==> src/rtl/adts_fs_pkg.sv <==
// Shared types, constants and the sample-rate table for the ADTS frame scanner.
// Used by every module under rtl but the divider; depends on nothing.
package adts_fs_pkg;

    // Field widths of the request channels.
    localparam int DATA_W   = 8;
    localparam int POS_W    = 13;
    localparam int LEN_W    = 13;
    localparam int HDR_W    = 48;
    localparam int COUNT_W  = 32;
    localparam int TOTAL_W  = 40;
    localparam int OFFSET_W = 40;
    localparam int RATE_W   = 17;
    localparam int KBPS_W   = 16;
    localparam int MS_W     = 32;
    localparam int REASON_W = 2;
    localparam int IDX_W    = 4;

    // Header layout and scan positions.
    localparam logic [DATA_W-1:0] SYNC_BYTE  = 8'hFF;
    localparam logic [DATA_W-1:0] SYNC_MASK  = 8'hF6;
    localparam logic [DATA_W-1:0] SYNC_VALUE = 8'hF0;
    localparam logic [POS_W-1:0]  HDR_KEEP_POS = 13'd6;
    localparam logic [POS_W-1:0]  CHECK_POS    = 13'd7;
    localparam logic [POS_W-1:0]  BODY_POS     = 13'd8;
    localparam logic [POS_W-1:0]  NEXT_HDR_POS = 13'd1;
    localparam logic [LEN_W-1:0]  MIN_LEN      = 13'd7;
    localparam logic [LEN_W-1:0]  HDR_ONLY_LEN = 13'd8;
    localparam logic [IDX_W-1:0]  RATE_IDX_NONE = 4'd15;

    // Summary arithmetic.
    localparam int MS_PER_S = 1000;
    // Bits 8 (bytes to bits) and 2 (half-up rounding) folded into one shift.
    localparam int KBPS_SHIFT = 4;
    localparam logic [MS_W-1:0] MS_NO_RATE = 32'd1000;

    typedef enum logic {
        KIND_FRAME   = 1'b0,
        KIND_SUMMARY = 1'b1
    } result_kind_t;

    typedef enum logic [REASON_W-1:0] {
        END_CLEAN     = 2'd0,
        END_SYNC_LOST = 2'd1,
        END_TRUNCATED = 2'd2
    } end_reason_t;

    typedef enum logic {
        DIV_KBPS = 1'b0,
        DIV_MS   = 1'b1
    } div_op_t;

    typedef enum logic [2:0] {
        ST_SCAN,
        ST_MUL,
        ST_KBPS_GO,
        ST_KBPS_RUN,
        ST_MS_GO,
        ST_MS_RUN,
        ST_EMIT
    } ctrl_state_t;

    // Commands from the controller to the datapath.
    typedef struct packed {
        logic    accept;
        logic    mul_en;
        logic    div_start;
        div_op_t div_op;
        logic    store_kbps;
        logic    store_ms;
        logic    emit_summary;
    } cmd_t;

    // Status from the datapath to the controller.
    typedef struct packed {
        logic out_free;
        logic div_busy;
    } status_t;

    // Sampling-frequency index table; reserved indices give zero.
    function automatic logic [RATE_W-1:0] rate_hz(input logic [IDX_W-1:0] idx);
        logic [RATE_W-1:0] hz;
        case (idx)
            4'd0:    hz = 17'd96000;
            4'd1:    hz = 17'd88200;
            4'd2:    hz = 17'd64000;
            4'd3:    hz = 17'd48000;
            4'd4:    hz = 17'd44100;
            4'd5:    hz = 17'd32000;
            4'd6:    hz = 17'd24000;
            4'd7:    hz = 17'd22050;
            4'd8:    hz = 17'd16000;
            4'd9:    hz = 17'd12000;
            4'd10:   hz = 17'd11025;
            4'd11:   hz = 17'd8000;
            default: hz = '0;
        endcase
        return hz;
    endfunction

endpackage

==> src/rtl/adts_fs_divider.sv <==
// Restoring unsigned divider, one quotient bit per cycle.
// Used by the datapath for the summary figures; depends on nothing.
module adts_fs_divider #(
    parameter int WIDTH = 62
) (
    input  logic             aclk,
    input  logic             aresetn,
    input  logic             start,
    input  logic [WIDTH-1:0] dividend,
    input  logic [WIDTH-1:0] divisor,
    output logic             busy,
    output logic [WIDTH-1:0] quotient
);

    localparam int CNT_W = $clog2(WIDTH + 1);

    logic             busy_reg, busy_next;
    logic [CNT_W-1:0] cnt_reg, cnt_next;
    logic [WIDTH-1:0] rem_reg, rem_next;
    logic [WIDTH-1:0] quo_reg, quo_next;
    logic [WIDTH-1:0] den_reg, den_next;
    logic [WIDTH:0]   rem_shift;
    logic             fits;

    // One trial subtraction of the divisor from the shifted remainder.
    assign rem_shift = {rem_reg, quo_reg[WIDTH-1]};
    assign fits      = rem_shift >= {1'b0, den_reg};

    always_comb begin
        busy_next = busy_reg;
        cnt_next  = cnt_reg;
        rem_next  = rem_reg;
        quo_next  = quo_reg;
        den_next  = den_reg;
        if (start) begin
            busy_next = 1'b1;
            cnt_next  = CNT_W'(WIDTH);
            rem_next  = '0;
            quo_next  = dividend;
            den_next  = divisor;
        end else if (busy_reg) begin
            rem_next = fits ? WIDTH'(rem_shift - {1'b0, den_reg}) : rem_shift[WIDTH-1:0];
            quo_next = {quo_reg[WIDTH-2:0], fits};
            cnt_next = cnt_reg - 1'b1;
            if (cnt_reg == CNT_W'(1)) begin
                busy_next = 1'b0;
            end
        end
    end

    always_ff @(posedge aclk) begin
        if (!aresetn) begin
            busy_reg <= 1'b0;
            cnt_reg  <= '0;
        end else begin
            busy_reg <= busy_next;
            cnt_reg  <= cnt_next;
        end
    end

    always_ff @(posedge aclk) begin
        rem_reg <= rem_next;
        quo_reg <= quo_next;
        den_reg <= den_next;
    end

    assign busy     = busy_reg;
    assign quotient = quo_reg;

endmodule

==> src/rtl/adts_fs_datapath.sv <==
// Scan state, header decode, summary arithmetic and the result register.
// Depends on adts_fs_pkg and adts_fs_divider; driven by commands from adts_fs_ctrl.
module adts_fs_datapath #(
    parameter int SAMPLES_PER_FRAME = 1024
) (
    input  logic                                 aclk,
    input  logic                                 aresetn,
    input  adts_fs_pkg::cmd_t                    cmd,
    output adts_fs_pkg::status_t                 status,
    input  logic [adts_fs_pkg::DATA_W-1:0]       s_data_byte,
    input  logic                                 s_last_byte,
    output logic                                 m_valid,
    input  logic                                 m_ready,
    output logic                                 m_result_kind,
    output logic [adts_fs_pkg::OFFSET_W-1:0]     m_frame_offset,
    output logic [adts_fs_pkg::LEN_W-1:0]        m_frame_bytes,
    output logic [adts_fs_pkg::COUNT_W-1:0]      m_frame_count,
    output logic [adts_fs_pkg::TOTAL_W-1:0]      m_total_bytes,
    output logic [adts_fs_pkg::RATE_W-1:0]       m_sample_rate_hz,
    output logic [adts_fs_pkg::KBPS_W-1:0]       m_bitrate_kbps,
    output logic [adts_fs_pkg::MS_W-1:0]         m_length_ms,
    output logic [adts_fs_pkg::REASON_W-1:0]     m_end_reason,
    output logic                                 m_is_last
);

    localparam int POS_W    = adts_fs_pkg::POS_W;
    localparam int LEN_W    = adts_fs_pkg::LEN_W;
    localparam int HDR_W    = adts_fs_pkg::HDR_W;
    localparam int DATA_W   = adts_fs_pkg::DATA_W;
    localparam int COUNT_W  = adts_fs_pkg::COUNT_W;
    localparam int TOTAL_W  = adts_fs_pkg::TOTAL_W;
    localparam int OFFSET_W = adts_fs_pkg::OFFSET_W;
    localparam int RATE_W   = adts_fs_pkg::RATE_W;
    localparam int KBPS_W   = adts_fs_pkg::KBPS_W;
    localparam int MS_W     = adts_fs_pkg::MS_W;
    localparam int IDX_W    = adts_fs_pkg::IDX_W;
    localparam int REASON_W = adts_fs_pkg::REASON_W;

    // Samples per frame times milliseconds-per-second.
    localparam int MS_SCALE = adts_fs_pkg::MS_PER_S * SAMPLES_PER_FRAME;
    localparam int SCALE_W  = $clog2(MS_SCALE + 1);
    localparam int PROD_W   = COUNT_W + SCALE_W;
    localparam int Q_W      = TOTAL_W + RATE_W;
    localparam int KNUM_W   = Q_W + adts_fs_pkg::KBPS_SHIFT;
    localparam int DIV_W    = ((KNUM_W > PROD_W + 2) ? KNUM_W : PROD_W + 2) + 1;

    // Scan state.
    logic [POS_W-1:0]    pos_reg, pos_next;
    logic [HDR_W-1:0]    hdr_reg, hdr_next;
    logic [LEN_W-1:0]    len_reg, len_next;
    logic [COUNT_W-1:0]  frames_reg, frames_next;
    logic [TOTAL_W-1:0]  sum_reg, sum_next;
    logic [OFFSET_W-1:0] offset_reg, offset_next;
    logic [IDX_W-1:0]    idx_reg, idx_next;
    logic                stopped_reg, stopped_next;

    // Summary arithmetic.
    logic [PROD_W-1:0]   p_reg;
    logic [Q_W-1:0]      q_reg;
    logic [KBPS_W-1:0]   kbps_reg;
    logic [MS_W-1:0]     ms_reg;
    logic [DIV_W-1:0]    div_dividend;
    logic [DIV_W-1:0]    div_divisor;
    logic [DIV_W-1:0]    div_quotient;
    logic                div_busy;

    // Result register.
    logic                m_valid_reg, m_valid_next;
    logic                kind_reg;
    logic [OFFSET_W-1:0] out_offset_reg;
    logic [LEN_W-1:0]    out_bytes_reg;
    logic [COUNT_W-1:0]  out_count_reg;
    logic [TOTAL_W-1:0]  out_total_reg;
    logic [RATE_W-1:0]   out_rate_reg;
    logic [KBPS_W-1:0]   out_kbps_reg;
    logic [MS_W-1:0]     out_ms_reg;
    logic [REASON_W-1:0] out_reason_reg;
    logic                out_last_reg;

    // Decode helpers.
    logic                sync_ok;
    logic [LEN_W-1:0]    hdr_len;
    logic [IDX_W-1:0]    hdr_idx;
    logic [POS_W:0]      pos_inc;
    logic [LEN_W-1:0]    finish_len;
    logic [OFFSET_W-1:0] offset_fin;
    logic [COUNT_W-1:0]  frames_fin;
    logic [TOTAL_W:0]    sum_wide;
    logic [TOTAL_W-1:0]  sum_sat;
    logic                scanning;
    logic                rec_load;
    logic [RATE_W-1:0]   rate_w;
    adts_fs_pkg::end_reason_t reason_w;

    // Header fields: sync word, frame length and sampling-frequency index.
    assign sync_ok = (hdr_reg[47:40] == adts_fs_pkg::SYNC_BYTE)
                  && ((hdr_reg[39:32] & adts_fs_pkg::SYNC_MASK) == adts_fs_pkg::SYNC_VALUE);
    assign hdr_len = {hdr_reg[17:16], hdr_reg[15:8], hdr_reg[7:5]};
    assign hdr_idx = hdr_reg[29:26];

    assign scanning   = cmd.accept && !stopped_reg;
    assign rec_load   = scanning && (pos_reg == adts_fs_pkg::CHECK_POS) && sync_ok;
    assign pos_inc    = {1'b0, pos_reg} + 1'b1;
    assign finish_len = (pos_reg == adts_fs_pkg::CHECK_POS) ? hdr_len : len_reg;
    assign offset_fin = offset_reg + OFFSET_W'(finish_len);
    assign frames_fin = (&frames_reg) ? frames_reg : frames_reg + 1'b1;
    assign sum_wide   = {1'b0, sum_reg} + (TOTAL_W + 1)'(hdr_len);
    assign sum_sat    = sum_wide[TOTAL_W] ? '1 : sum_wide[TOTAL_W-1:0];
    assign rate_w     = adts_fs_pkg::rate_hz(idx_reg);

    // Per-byte walk through header and body.
    always_comb begin
        pos_next     = pos_reg;
        hdr_next     = hdr_reg;
        len_next     = len_reg;
        frames_next  = frames_reg;
        sum_next     = sum_reg;
        offset_next  = offset_reg;
        idx_next     = idx_reg;
        stopped_next = stopped_reg;
        if (cmd.emit_summary) begin
            pos_next     = '0;
            hdr_next     = '0;
            len_next     = '0;
            frames_next  = '0;
            sum_next     = '0;
            offset_next  = '0;
            idx_next     = adts_fs_pkg::RATE_IDX_NONE;
            stopped_next = 1'b0;
        end else if (scanning) begin
            if (pos_reg < adts_fs_pkg::HDR_KEEP_POS) begin
                hdr_next = {hdr_reg[HDR_W-DATA_W-1:0], s_data_byte};
            end
            if (pos_reg == adts_fs_pkg::CHECK_POS) begin
                if (!sync_ok) begin
                    stopped_next = 1'b1;
                end else begin
                    len_next = hdr_len;
                    sum_next = sum_sat;
                    if (frames_reg == '0) begin
                        idx_next = hdr_idx;
                    end
                    if (hdr_len < adts_fs_pkg::MIN_LEN) begin
                        stopped_next = 1'b1;
                    end else if (hdr_len == adts_fs_pkg::MIN_LEN) begin
                        // The eighth byte already opens the next frame.
                        frames_next = frames_fin;
                        offset_next = offset_fin;
                        hdr_next    = HDR_W'(s_data_byte);
                        pos_next    = adts_fs_pkg::NEXT_HDR_POS;
                    end else if (hdr_len == adts_fs_pkg::HDR_ONLY_LEN) begin
                        frames_next = frames_fin;
                        offset_next = offset_fin;
                        pos_next    = '0;
                    end else begin
                        pos_next = adts_fs_pkg::BODY_POS;
                    end
                end
            end else if (pos_reg > adts_fs_pkg::CHECK_POS) begin
                if (pos_inc >= (POS_W + 1)'(len_reg)) begin
                    frames_next = frames_fin;
                    offset_next = offset_fin;
                    pos_next    = '0;
                end else begin
                    pos_next = pos_inc[POS_W-1:0];
                end
            end else begin
                pos_next = pos_inc[POS_W-1:0];
            end
        end
    end

    always_ff @(posedge aclk) begin
        if (!aresetn) begin
            pos_reg     <= '0;
            hdr_reg     <= '0;
            len_reg     <= '0;
            frames_reg  <= '0;
            sum_reg     <= '0;
            offset_reg  <= '0;
            idx_reg     <= adts_fs_pkg::RATE_IDX_NONE;
            stopped_reg <= 1'b0;
            m_valid_reg <= 1'b0;
        end else begin
            pos_reg     <= pos_next;
            hdr_reg     <= hdr_next;
            len_reg     <= len_next;
            frames_reg  <= frames_next;
            sum_reg     <= sum_next;
            offset_reg  <= offset_next;
            idx_reg     <= idx_next;
            stopped_reg <= stopped_next;
            m_valid_reg <= m_valid_next;
        end
    end

    // Divider operands: half-up rounding is folded into numerator and divisor.
    always_comb begin
        if (cmd.div_op == adts_fs_pkg::DIV_KBPS) begin
            div_dividend = DIV_W'({q_reg, {adts_fs_pkg::KBPS_SHIFT{1'b0}}}) + DIV_W'(p_reg);
            div_divisor  = DIV_W'({p_reg, 1'b0});
        end else begin
            div_dividend = DIV_W'({p_reg, 1'b0}) + DIV_W'(rate_w);
            div_divisor  = DIV_W'({rate_w, 1'b0});
        end
    end

    adts_fs_divider #(
        .WIDTH (DIV_W)
    ) u_divider (
        .aclk     (aclk),
        .aresetn  (aresetn),
        .start    (cmd.div_start),
        .dividend (div_dividend),
        .divisor  (div_divisor),
        .busy     (div_busy),
        .quotient (div_quotient)
    );

    // Products and saturated quotients for the summary.
    always_ff @(posedge aclk) begin
        if (cmd.mul_en) begin
            p_reg <= PROD_W'(frames_reg) * PROD_W'(MS_SCALE);
            q_reg <= Q_W'(sum_reg) * Q_W'(rate_w);
        end
        if (cmd.store_kbps) begin
            if (frames_reg == '0 || rate_w == '0) begin
                kbps_reg <= '0;
            end else if (|div_quotient[DIV_W-1:KBPS_W]) begin
                kbps_reg <= '1;
            end else begin
                kbps_reg <= div_quotient[KBPS_W-1:0];
            end
        end
        if (cmd.store_ms) begin
            if (rate_w == '0) begin
                ms_reg <= adts_fs_pkg::MS_NO_RATE;
            end else if (|div_quotient[DIV_W-1:MS_W]) begin
                ms_reg <= '1;
            end else begin
                ms_reg <= div_quotient[MS_W-1:0];
            end
        end
    end

    // End reason from the state left by the last byte.
    always_comb begin
        if (stopped_reg) begin
            reason_w = adts_fs_pkg::END_SYNC_LOST;
        end else if (pos_reg >= adts_fs_pkg::BODY_POS) begin
            reason_w = adts_fs_pkg::END_TRUNCATED;
        end else begin
            reason_w = adts_fs_pkg::END_CLEAN;
        end
    end

    // Result register: loaded by a frame record or the summary.
    assign m_valid_next = rec_load || cmd.emit_summary || (m_valid_reg && !m_ready);

    always_ff @(posedge aclk) begin
        if (rec_load) begin
            kind_reg       <= adts_fs_pkg::KIND_FRAME;
            out_offset_reg <= offset_reg;
            out_bytes_reg  <= hdr_len;
            out_count_reg  <= '0;
            out_total_reg  <= '0;
            out_rate_reg   <= '0;
            out_kbps_reg   <= '0;
            out_ms_reg     <= '0;
            out_reason_reg <= adts_fs_pkg::END_CLEAN;
            out_last_reg   <= !s_last_byte;
        end else if (cmd.emit_summary) begin
            kind_reg       <= adts_fs_pkg::KIND_SUMMARY;
            out_offset_reg <= '0;
            out_bytes_reg  <= '0;
            out_count_reg  <= frames_reg;
            out_total_reg  <= sum_reg;
            out_rate_reg   <= rate_w;
            out_kbps_reg   <= kbps_reg;
            out_ms_reg     <= ms_reg;
            out_reason_reg <= reason_w;
            out_last_reg   <= 1'b1;
        end
    end

    assign status.out_free = !m_valid_reg || m_ready;
    assign status.div_busy = div_busy;

    assign m_valid          = m_valid_reg;
    assign m_result_kind    = kind_reg;
    assign m_frame_offset   = out_offset_reg;
    assign m_frame_bytes    = out_bytes_reg;
    assign m_frame_count    = out_count_reg;
    assign m_total_bytes    = out_total_reg;
    assign m_sample_rate_hz = out_rate_reg;
    assign m_bitrate_kbps   = out_kbps_reg;
    assign m_length_ms      = out_ms_reg;
    assign m_end_reason     = out_reason_reg;
    assign m_is_last        = out_last_reg;

endmodule

==> src/rtl/adts_fs_ctrl.sv <==
// Controller state machine: byte acceptance and the end-of-stream summary sequence.
// Depends on adts_fs_pkg; drives adts_fs_datapath through cmd_t and reads status_t.
module adts_fs_ctrl (
    input  logic                 aclk,
    input  logic                 aresetn,
    input  logic                 s_valid,
    input  logic                 s_last_byte,
    output logic                 s_ready,
    input  adts_fs_pkg::status_t status,
    output adts_fs_pkg::cmd_t    cmd
);

    adts_fs_pkg::ctrl_state_t state_reg, state_next;
    logic accept;

    assign s_ready = (state_reg == adts_fs_pkg::ST_SCAN) && status.out_free;
    assign accept  = s_valid && s_ready;

    // Next state.
    always_comb begin
        state_next = state_reg;
        case (state_reg)
            adts_fs_pkg::ST_SCAN: begin
                if (accept && s_last_byte) begin
                    state_next = adts_fs_pkg::ST_MUL;
                end
            end
            adts_fs_pkg::ST_MUL:     state_next = adts_fs_pkg::ST_KBPS_GO;
            adts_fs_pkg::ST_KBPS_GO: state_next = adts_fs_pkg::ST_KBPS_RUN;
            adts_fs_pkg::ST_KBPS_RUN: begin
                if (!status.div_busy) begin
                    state_next = adts_fs_pkg::ST_MS_GO;
                end
            end
            adts_fs_pkg::ST_MS_GO:   state_next = adts_fs_pkg::ST_MS_RUN;
            adts_fs_pkg::ST_MS_RUN: begin
                if (!status.div_busy) begin
                    state_next = adts_fs_pkg::ST_EMIT;
                end
            end
            adts_fs_pkg::ST_EMIT: begin
                if (status.out_free) begin
                    state_next = adts_fs_pkg::ST_SCAN;
                end
            end
            default: state_next = adts_fs_pkg::ST_SCAN;
        endcase
    end

    // Commands.
    always_comb begin
        cmd              = '0;
        cmd.div_op       = adts_fs_pkg::DIV_KBPS;
        case (state_reg)
            adts_fs_pkg::ST_SCAN:     cmd.accept = accept;
            adts_fs_pkg::ST_MUL:      cmd.mul_en = 1'b1;
            adts_fs_pkg::ST_KBPS_GO:  cmd.div_start = 1'b1;
            adts_fs_pkg::ST_KBPS_RUN: cmd.store_kbps = !status.div_busy;
            adts_fs_pkg::ST_MS_GO: begin
                cmd.div_op    = adts_fs_pkg::DIV_MS;
                cmd.div_start = 1'b1;
            end
            adts_fs_pkg::ST_MS_RUN: begin
                cmd.div_op   = adts_fs_pkg::DIV_MS;
                cmd.store_ms = !status.div_busy;
            end
            adts_fs_pkg::ST_EMIT:     cmd.emit_summary = status.out_free;
            default:                  cmd = '0;
        endcase
    end

    always_ff @(posedge aclk) begin
        if (!aresetn) begin
            state_reg <= adts_fs_pkg::ST_SCAN;
        end else begin
            state_reg <= state_next;
        end
    end

endmodule

==> src/rtl/adts_frame_scanner_top.sv <==
// ADTS frame scanner: one byte per request in, one frame record or summary per
// request out. A byte is taken whenever the result register is free. The byte
// marked last starts the summary, worked out by the shared bit-serial divider
// that runs once for the bitrate and once for the duration; no byte is taken
// until the summary has been loaded into the result register.
// Depends on adts_fs_pkg, adts_fs_ctrl and adts_fs_datapath.
module adts_frame_scanner_top #(
    parameter int SAMPLES_PER_FRAME = 1024
) (
    input  logic                                 aclk,
    input  logic                                 aresetn,
    input  logic                                 s_valid,
    output logic                                 s_ready,
    input  logic [adts_fs_pkg::DATA_W-1:0]       s_data_byte,
    input  logic                                 s_last_byte,
    output logic                                 m_valid,
    input  logic                                 m_ready,
    output logic                                 m_result_kind,
    output logic [adts_fs_pkg::OFFSET_W-1:0]     m_frame_offset,
    output logic [adts_fs_pkg::LEN_W-1:0]        m_frame_bytes,
    output logic [adts_fs_pkg::COUNT_W-1:0]      m_frame_count,
    output logic [adts_fs_pkg::TOTAL_W-1:0]      m_total_bytes,
    output logic [adts_fs_pkg::RATE_W-1:0]       m_sample_rate_hz,
    output logic [adts_fs_pkg::KBPS_W-1:0]       m_bitrate_kbps,
    output logic [adts_fs_pkg::MS_W-1:0]         m_length_ms,
    output logic [adts_fs_pkg::REASON_W-1:0]     m_end_reason,
    output logic                                 m_is_last
);

    adts_fs_pkg::cmd_t    cmd;
    adts_fs_pkg::status_t status;

    // Sequencing of byte requests and the summary.
    adts_fs_ctrl u_ctrl (
        .aclk        (aclk),
        .aresetn     (aresetn),
        .s_valid     (s_valid),
        .s_last_byte (s_last_byte),
        .s_ready     (s_ready),
        .status      (status),
        .cmd         (cmd)
    );

    // Scan state, arithmetic and result register.
    adts_fs_datapath #(
        .SAMPLES_PER_FRAME (SAMPLES_PER_FRAME)
    ) u_datapath (
        .aclk             (aclk),
        .aresetn          (aresetn),
        .cmd              (cmd),
        .status           (status),
        .s_data_byte      (s_data_byte),
        .s_last_byte      (s_last_byte),
        .m_valid          (m_valid),
        .m_ready          (m_ready),
        .m_result_kind    (m_result_kind),
        .m_frame_offset   (m_frame_offset),
        .m_frame_bytes    (m_frame_bytes),
        .m_frame_count    (m_frame_count),
        .m_total_bytes    (m_total_bytes),
        .m_sample_rate_hz (m_sample_rate_hz),
        .m_bitrate_kbps   (m_bitrate_kbps),
        .m_length_ms      (m_length_ms),
        .m_end_reason     (m_end_reason),
        .m_is_last        (m_is_last)
    );

endmodule

==> config.mk <==
export PLATFORM = sky130hd
export DESIGN_NAME = adts_frame_scanner_top
export DESIGN_NICKNAME = d
export VERILOG_FILES = /design/src/rtl/adts_fs_pkg.sv /design/src/rtl/adts_fs_divider.sv /design/src/rtl/adts_fs_datapath.sv /design/src/rtl/adts_fs_ctrl.sv /design/src/rtl/adts_frame_scanner_top.sv
export SDC_FILE = /design/constraint.sdc
export NUM_CORES = 2
export LEC_CHECK = 0
export BUFFER_PORTS_ARGS = -buffer_cell sky130_fd_sc_hd__buf_2
export CORE_ASPECT_RATIO = 0.75
export CORE_UTILIZATION = 40
export DETAILED_ROUTE_END_ITERATION = 10
export PLACE_DENSITY_LB_ADDON = 0.08
export SYNTH_ARGS = -nofsm -noshare
export SYNTH_HDL_FRONTEND = slang
export SYNTH_HIERARCHICAL = 1
export SYNTH_SLANG_ARGS = --single-unit
==> constraint.sdc <==
create_clock -name aclk -period 8.37 [get_ports aclk]
set_input_delay 0.4185 -clock aclk [delete_from_list [all_inputs] [get_ports aclk]]
set_output_delay 0.4185 -clock aclk [all_outputs]
set_load 0.005 [all_outputs]
==> impl_metrics.csv <==
group,metric,value,unit
cells_and_area,area.sequential,18100,um^2
global_route,vias_in_the_first_global_route,47700,
placement,dp.final_hpwl,150000,um
global_route,grt_overflow_total,0,
yosys,yosys.area_share.xor_xnor,3.40,%
critical_path,worst-setup-path-type,"flip-flop to flip-flop",
critical_path,setup.worst_path.start_class,"flip-flop",
clocking,cts_inserted_buffers,85,
power,power.switching,3850,uW
critical_path,worstPathArrival,8070,ps
critical_path,worst-endpoint-required,8910,ps
yosys,muxShareOfSynthArea,4.78,%
clocking,cts_repair_resize_count,0,
clocking,clock-sinks,741,
die,chipWidth,466,um
drt,drc_errors,0,
critical_path,crit_path_end,"u_datapath/q_reg[50]",
global_route,grt_first_pass_wirelength,299000,um
timing,post-route-min-period,7530,ps
placement,gp_congestion,0.913,
power,comb_power_share,26.2,%
drt,vias,48900,
placement,dp_worst_setup_slack,957,ps
power,power.density,162,nW/um^2
drt,routed_wire_length_per_instance,21.3,um
die,fp.dieH,350,um
die,total_die_area,163000,um^2
timing,post-route-period-util,89.9,%
cells_and_area,multiInputGateArea,41800,um^2
critical_path,crit-reg2reg-capture,"u_datapath/q_reg[50]",
timing,rsz_0062_raised_after_global_routing,"false",
timing,worstMarginPinSlew,1260,ps
timing,finalClockSkew,37.4,ps
timing,timing.fmax,0.133,GHz
clocking,insertion_delay,730,ps
die,ios,209,
critical_path,crit_path_start,"u_datapath/rate_w[4]",
critical_path,setup.worst_path.end_class,"flip-flop",
drt,avgViaCountPerCell,5.34,
clocking,h-tree-depth,3,
yosys,synth.yosys.warnings,6,
global_route,groute.usage.overall,23.8,%
yosys,synth_cells,6903,
die,placementRows,127,
timing,slew_headroom,15.3,%
placement,io_buffers,208,
yosys,synth_compound_gate_area_share,11.8,%
timing,final-max-slew-violation-count,0,
yosys,number_of_enable_type_register_cells_in_the_synthesized_netlist,322,
power,internal-power,7630,uW
power,seq_power_share,38.9,%
power,sw_share,33.5,%
yosys,post_synth.cell_area_avg,9.37,um^2
yosys,post_synth_instance_area,64700,um^2
yosys,yosysSeqAreaShare,27.9,%
power,power.clock.fraction,35.0,%
global_route,grt_start_max_net_pins,131,
clocking,cts_tree,"built",
cells_and_area,layout_overhead_on_the_synthesized_area,9.60,%
min_path,class_of_the_tightest_hold_or_removal_check,"input pin to flip-flop",
critical_path,r2r-start,"u_datapath/rate_w[4]",
flow_run,maxCapViolCount,0,
yosys,synth-async-reset-ratio,0,%
clocking,cts.reportedPaths.clkPinSlew,70,ps
timing,hold_violations,0,
drt,final_wirelength,195000,um
global_route,antenna_found_initial,8,
timing,fin_ws,843,ps
critical_path,setup.reg_to_reg.worst_slack,840,ps
critical_path,worst-path-max-fanout,22,
timing,timing.final.setup_violations,0,
power,vdd_ir_drop_max,0.156,mV
clocking,ctsRootBufferMaster,"sky130_fd_sc_hd__clkbuf_16",
yosys,yosys.cell_types.count,113,
drt,drt_pass1_iterations,5,
timing,fin_tns_setup,0,ps
yosys,synth_simple_gate_area_share,15.5,%
die,design.core.area,160000,um^2
cells_and_area,leading_cell_types_in_the_layout_fill_and_taps_excluded,"sky130_fd_sc_hd__inv_1, sky130_fd_sc_hd__nand2_1, sky130_fd_sc_hd__fa_1",
cells_and_area,fillCellCount,15700,
status,status,"complete, no violations",
critical_path,ff2ff_path_depth,20,
yosys,synth_top_family_by_area,"adder cells",
drt,number_of_routed_nets_with_antenna_violations,0,
yosys,commonest_register_cell_after_synthesis,"sky130_fd_sc_hd__dfxtp_1",
yosys,synth_adder_area_share,28.8,%
yosys,flip_flop_and_latch_count_after_synthesis,741,
drt,detailedRoute.firstIterationViolations,3902,
power,power_leakage,0.0320,uW
cells_and_area,finish.net_count,8047,
cells_and_area,most_common_cell_after_layout_fill_and_taps_aside,"sky130_fd_sc_hd__inv_1",
clocking,setup_repair_bufs_after_cts,0,
clocking,cts_max_path_buffers,3,
die,initial_core_util,40.4,%
cells_and_area,proportion_of_layout_cells_with_a_drive_suffix_above_1,9.60,%
power groups by stage:
stage | clock, uW | sequential, uW | combinational, uW
2_1_floorplan | 0 | 4400 | 2410
3_3_place_gp | 0 | 4540 | 2960
3_5_place_dp | 0 | 4540 | 2980
4_1_cts | 4150 | 4470 | 3000
5_1_grt | 4270 | 4510 | 3350
6_report | 4020 | 4460 | 3000
how the worst min path moves through the flow:
stage | start | endpoint | slack, ps | cells after the start
floorplan | u_datapath/hdr_reg[0] | u_datapath/hdr_reg[0] | 430 | 2
global placement | u_datapath/m_result_kind | u_datapath/m_result_kind | 450 | 2
detailed placement | u_datapath/hdr_reg[4] | u_datapath/hdr_reg[4] | 450 | 2
CTS | s_valid | u_ctrl/state_reg[0] | 20 | 3
global route | s_valid | u_ctrl/state_reg[0] | 50 | 3
finish | s_valid | u_ctrl/state_reg[0] | 80 | 3
per-stage QoR:
| step | power, uW | instance area, um^2 | std cells | util, % | hold WS, ps |
|---|---|---|---|---|---|
| 2_1_floorplan | 6820 | 64700 | 6912 | - | 432 |
| 3_3_place_gp | 7500 | 67900 | 8990 | 42.4 | 445 |
| 3_5_place_dp | 7520 | 67900 | 8990 | 42.4 | 449 |
| 4_1_cts | 11600 | 70900 | 9159 | 44.3 | 15.4 |
| 5_1_grt | 12100 | 70900 | 9160 | 44.3 | 48.8 |
| 6_report | 11500 | 70900 | 9161 | 44.3 | 79.0 |
layer usage:
metal  part of all wire, %  GRT usage, %  routed length (um)  up-vias
li1                      -             -                   -    23100
met1                    50          36.5               97200    24300
met2                    42          35.0               82000     1343
met3                   6.5          4.39               12600      178
met4                   1.6          3.93                3170        0
met5                     0             0                   0        -
Yosys cell counts, types with 18 or more instances:
| library cell | instances | area share (%) |
|---|---|---|
| sky130_fd_sc_hd__a211oi_1 | 81 | 0.94 |
| sky130_fd_sc_hd__a21o_1 | 111 | 1.3 |
| sky130_fd_sc_hd__a21oi_1 | 369 | 2.9 |
| sky130_fd_sc_hd__a31oi_1 | 32 | 0.31 |
| sky130_fd_sc_hd__and2_1 | 266 | 2.6 |
| sky130_fd_sc_hd__and3_1 | 62 | 0.60 |
| sky130_fd_sc_hd__buf_1 | 22 | 0.13 |
| sky130_fd_sc_hd__buf_2 | 24 | 0.19 |
| sky130_fd_sc_hd__clkbuf_1 | 315 | 1.8 |
| sky130_fd_sc_hd__dfxtp_1 | 419 | 13 |
| sky130_fd_sc_hd__edfxtp_1 | 322 | 15 |
| sky130_fd_sc_hd__fa_1 | 692 | 21 |
| sky130_fd_sc_hd__ha_1 | 384 | 7.4 |
| sky130_fd_sc_hd__inv_1 | 900 | 5.2 |
| sky130_fd_sc_hd__mux2_2 | 88 | 1.5 |
| sky130_fd_sc_hd__mux2i_1 | 210 | 3.2 |
| sky130_fd_sc_hd__nand2_1 | 832 | 4.8 |
| sky130_fd_sc_hd__nand2b_1 | 34 | 0.33 |
| sky130_fd_sc_hd__nand3_1 | 99 | 0.77 |
| sky130_fd_sc_hd__nand4_1 | 70 | 0.68 |
| sky130_fd_sc_hd__nor2_1 | 428 | 2.5 |
| sky130_fd_sc_hd__nor2b_1 | 63 | 0.61 |
| sky130_fd_sc_hd__nor3_1 | 60 | 0.46 |
| sky130_fd_sc_hd__nor4_1 | 37 | 0.36 |
| sky130_fd_sc_hd__o211ai_1 | 29 | 0.34 |
| sky130_fd_sc_hd__o21a_1 | 75 | 0.87 |
| sky130_fd_sc_hd__o21ai_0 | 179 | 1.4 |
| sky130_fd_sc_hd__o21ai_1 | 18 | 0.14 |
| sky130_fd_sc_hd__o21bai_1 | 43 | 0.50 |
| sky130_fd_sc_hd__o31ai_1 | 30 | 0.35 |
| sky130_fd_sc_hd__o41ai_1 | 23 | 0.31 |
| sky130_fd_sc_hd__or3_1 | 37 | 0.36 |
| sky130_fd_sc_hd__or4_1 | 20 | 0.23 |
| sky130_fd_sc_hd__xnor2_1 | 156 | 2.1 |
| sky130_fd_sc_hd__xor2_1 | 95 | 1.3 |
critical path, stage by stage, from the launching register on:
cell                        delay, ps
sky130_fd_sc_hd__dfxtp_2          770
sky130_fd_sc_hd__buf_4            330
sky130_fd_sc_hd__nand2_1          160
sky130_fd_sc_hd__fa_1             520
sky130_fd_sc_hd__fa_1             490
sky130_fd_sc_hd__inv_1             50
sky130_fd_sc_hd__fa_1             470
sky130_fd_sc_hd__ha_1             290
sky130_fd_sc_hd__inv_1             50
sky130_fd_sc_hd__fa_1             530
sky130_fd_sc_hd__inv_1             60
sky130_fd_sc_hd__fa_1             470
sky130_fd_sc_hd__ha_1             380
sky130_fd_sc_hd__a2111o_1         460
sky130_fd_sc_hd__o2111ai_1        470
sky130_fd_sc_hd__a31oi_1          370
sky130_fd_sc_hd__o21a_1           330
sky130_fd_sc_hd__a31o_2           260
sky130_fd_sc_hd__a21oi_1          360
sky130_fd_sc_hd__o21ai_0          220
sky130_fd_sc_hd__a311oi_1         280
cell families (layout without fill, tap and decap cells):
logic type,after synthesis,in the layout
other cells,1,12
buf+inv,1282,1401
mux,298,298
flops,741,741
fa+ha+maj,1076,1076
xor+xnor,251,251
compound gates,1157,1157
simple gates,2097,2097
cell type report:
cell class | count | share of cell area, %
Tap cell | 2128 | 3.75
Clock inverter | 49 | 0.748
Antenna cell | 2 | 0.00706
Timing Repair Buffer | 341 | 2.94
Inverter | 900 | 4.76
Multi-Input combinational cell | 4889 | 58.9
Sequential cell | 741 | 25.5
Clock buffer | 111 | 3.40
timing repair:
action | CTS | global route
hold endpoints to repair | 9 | 0
hold buffers | 9 | 0
setup endpoints to repair | 0 | 0
(Power assumes the default switching activity.)
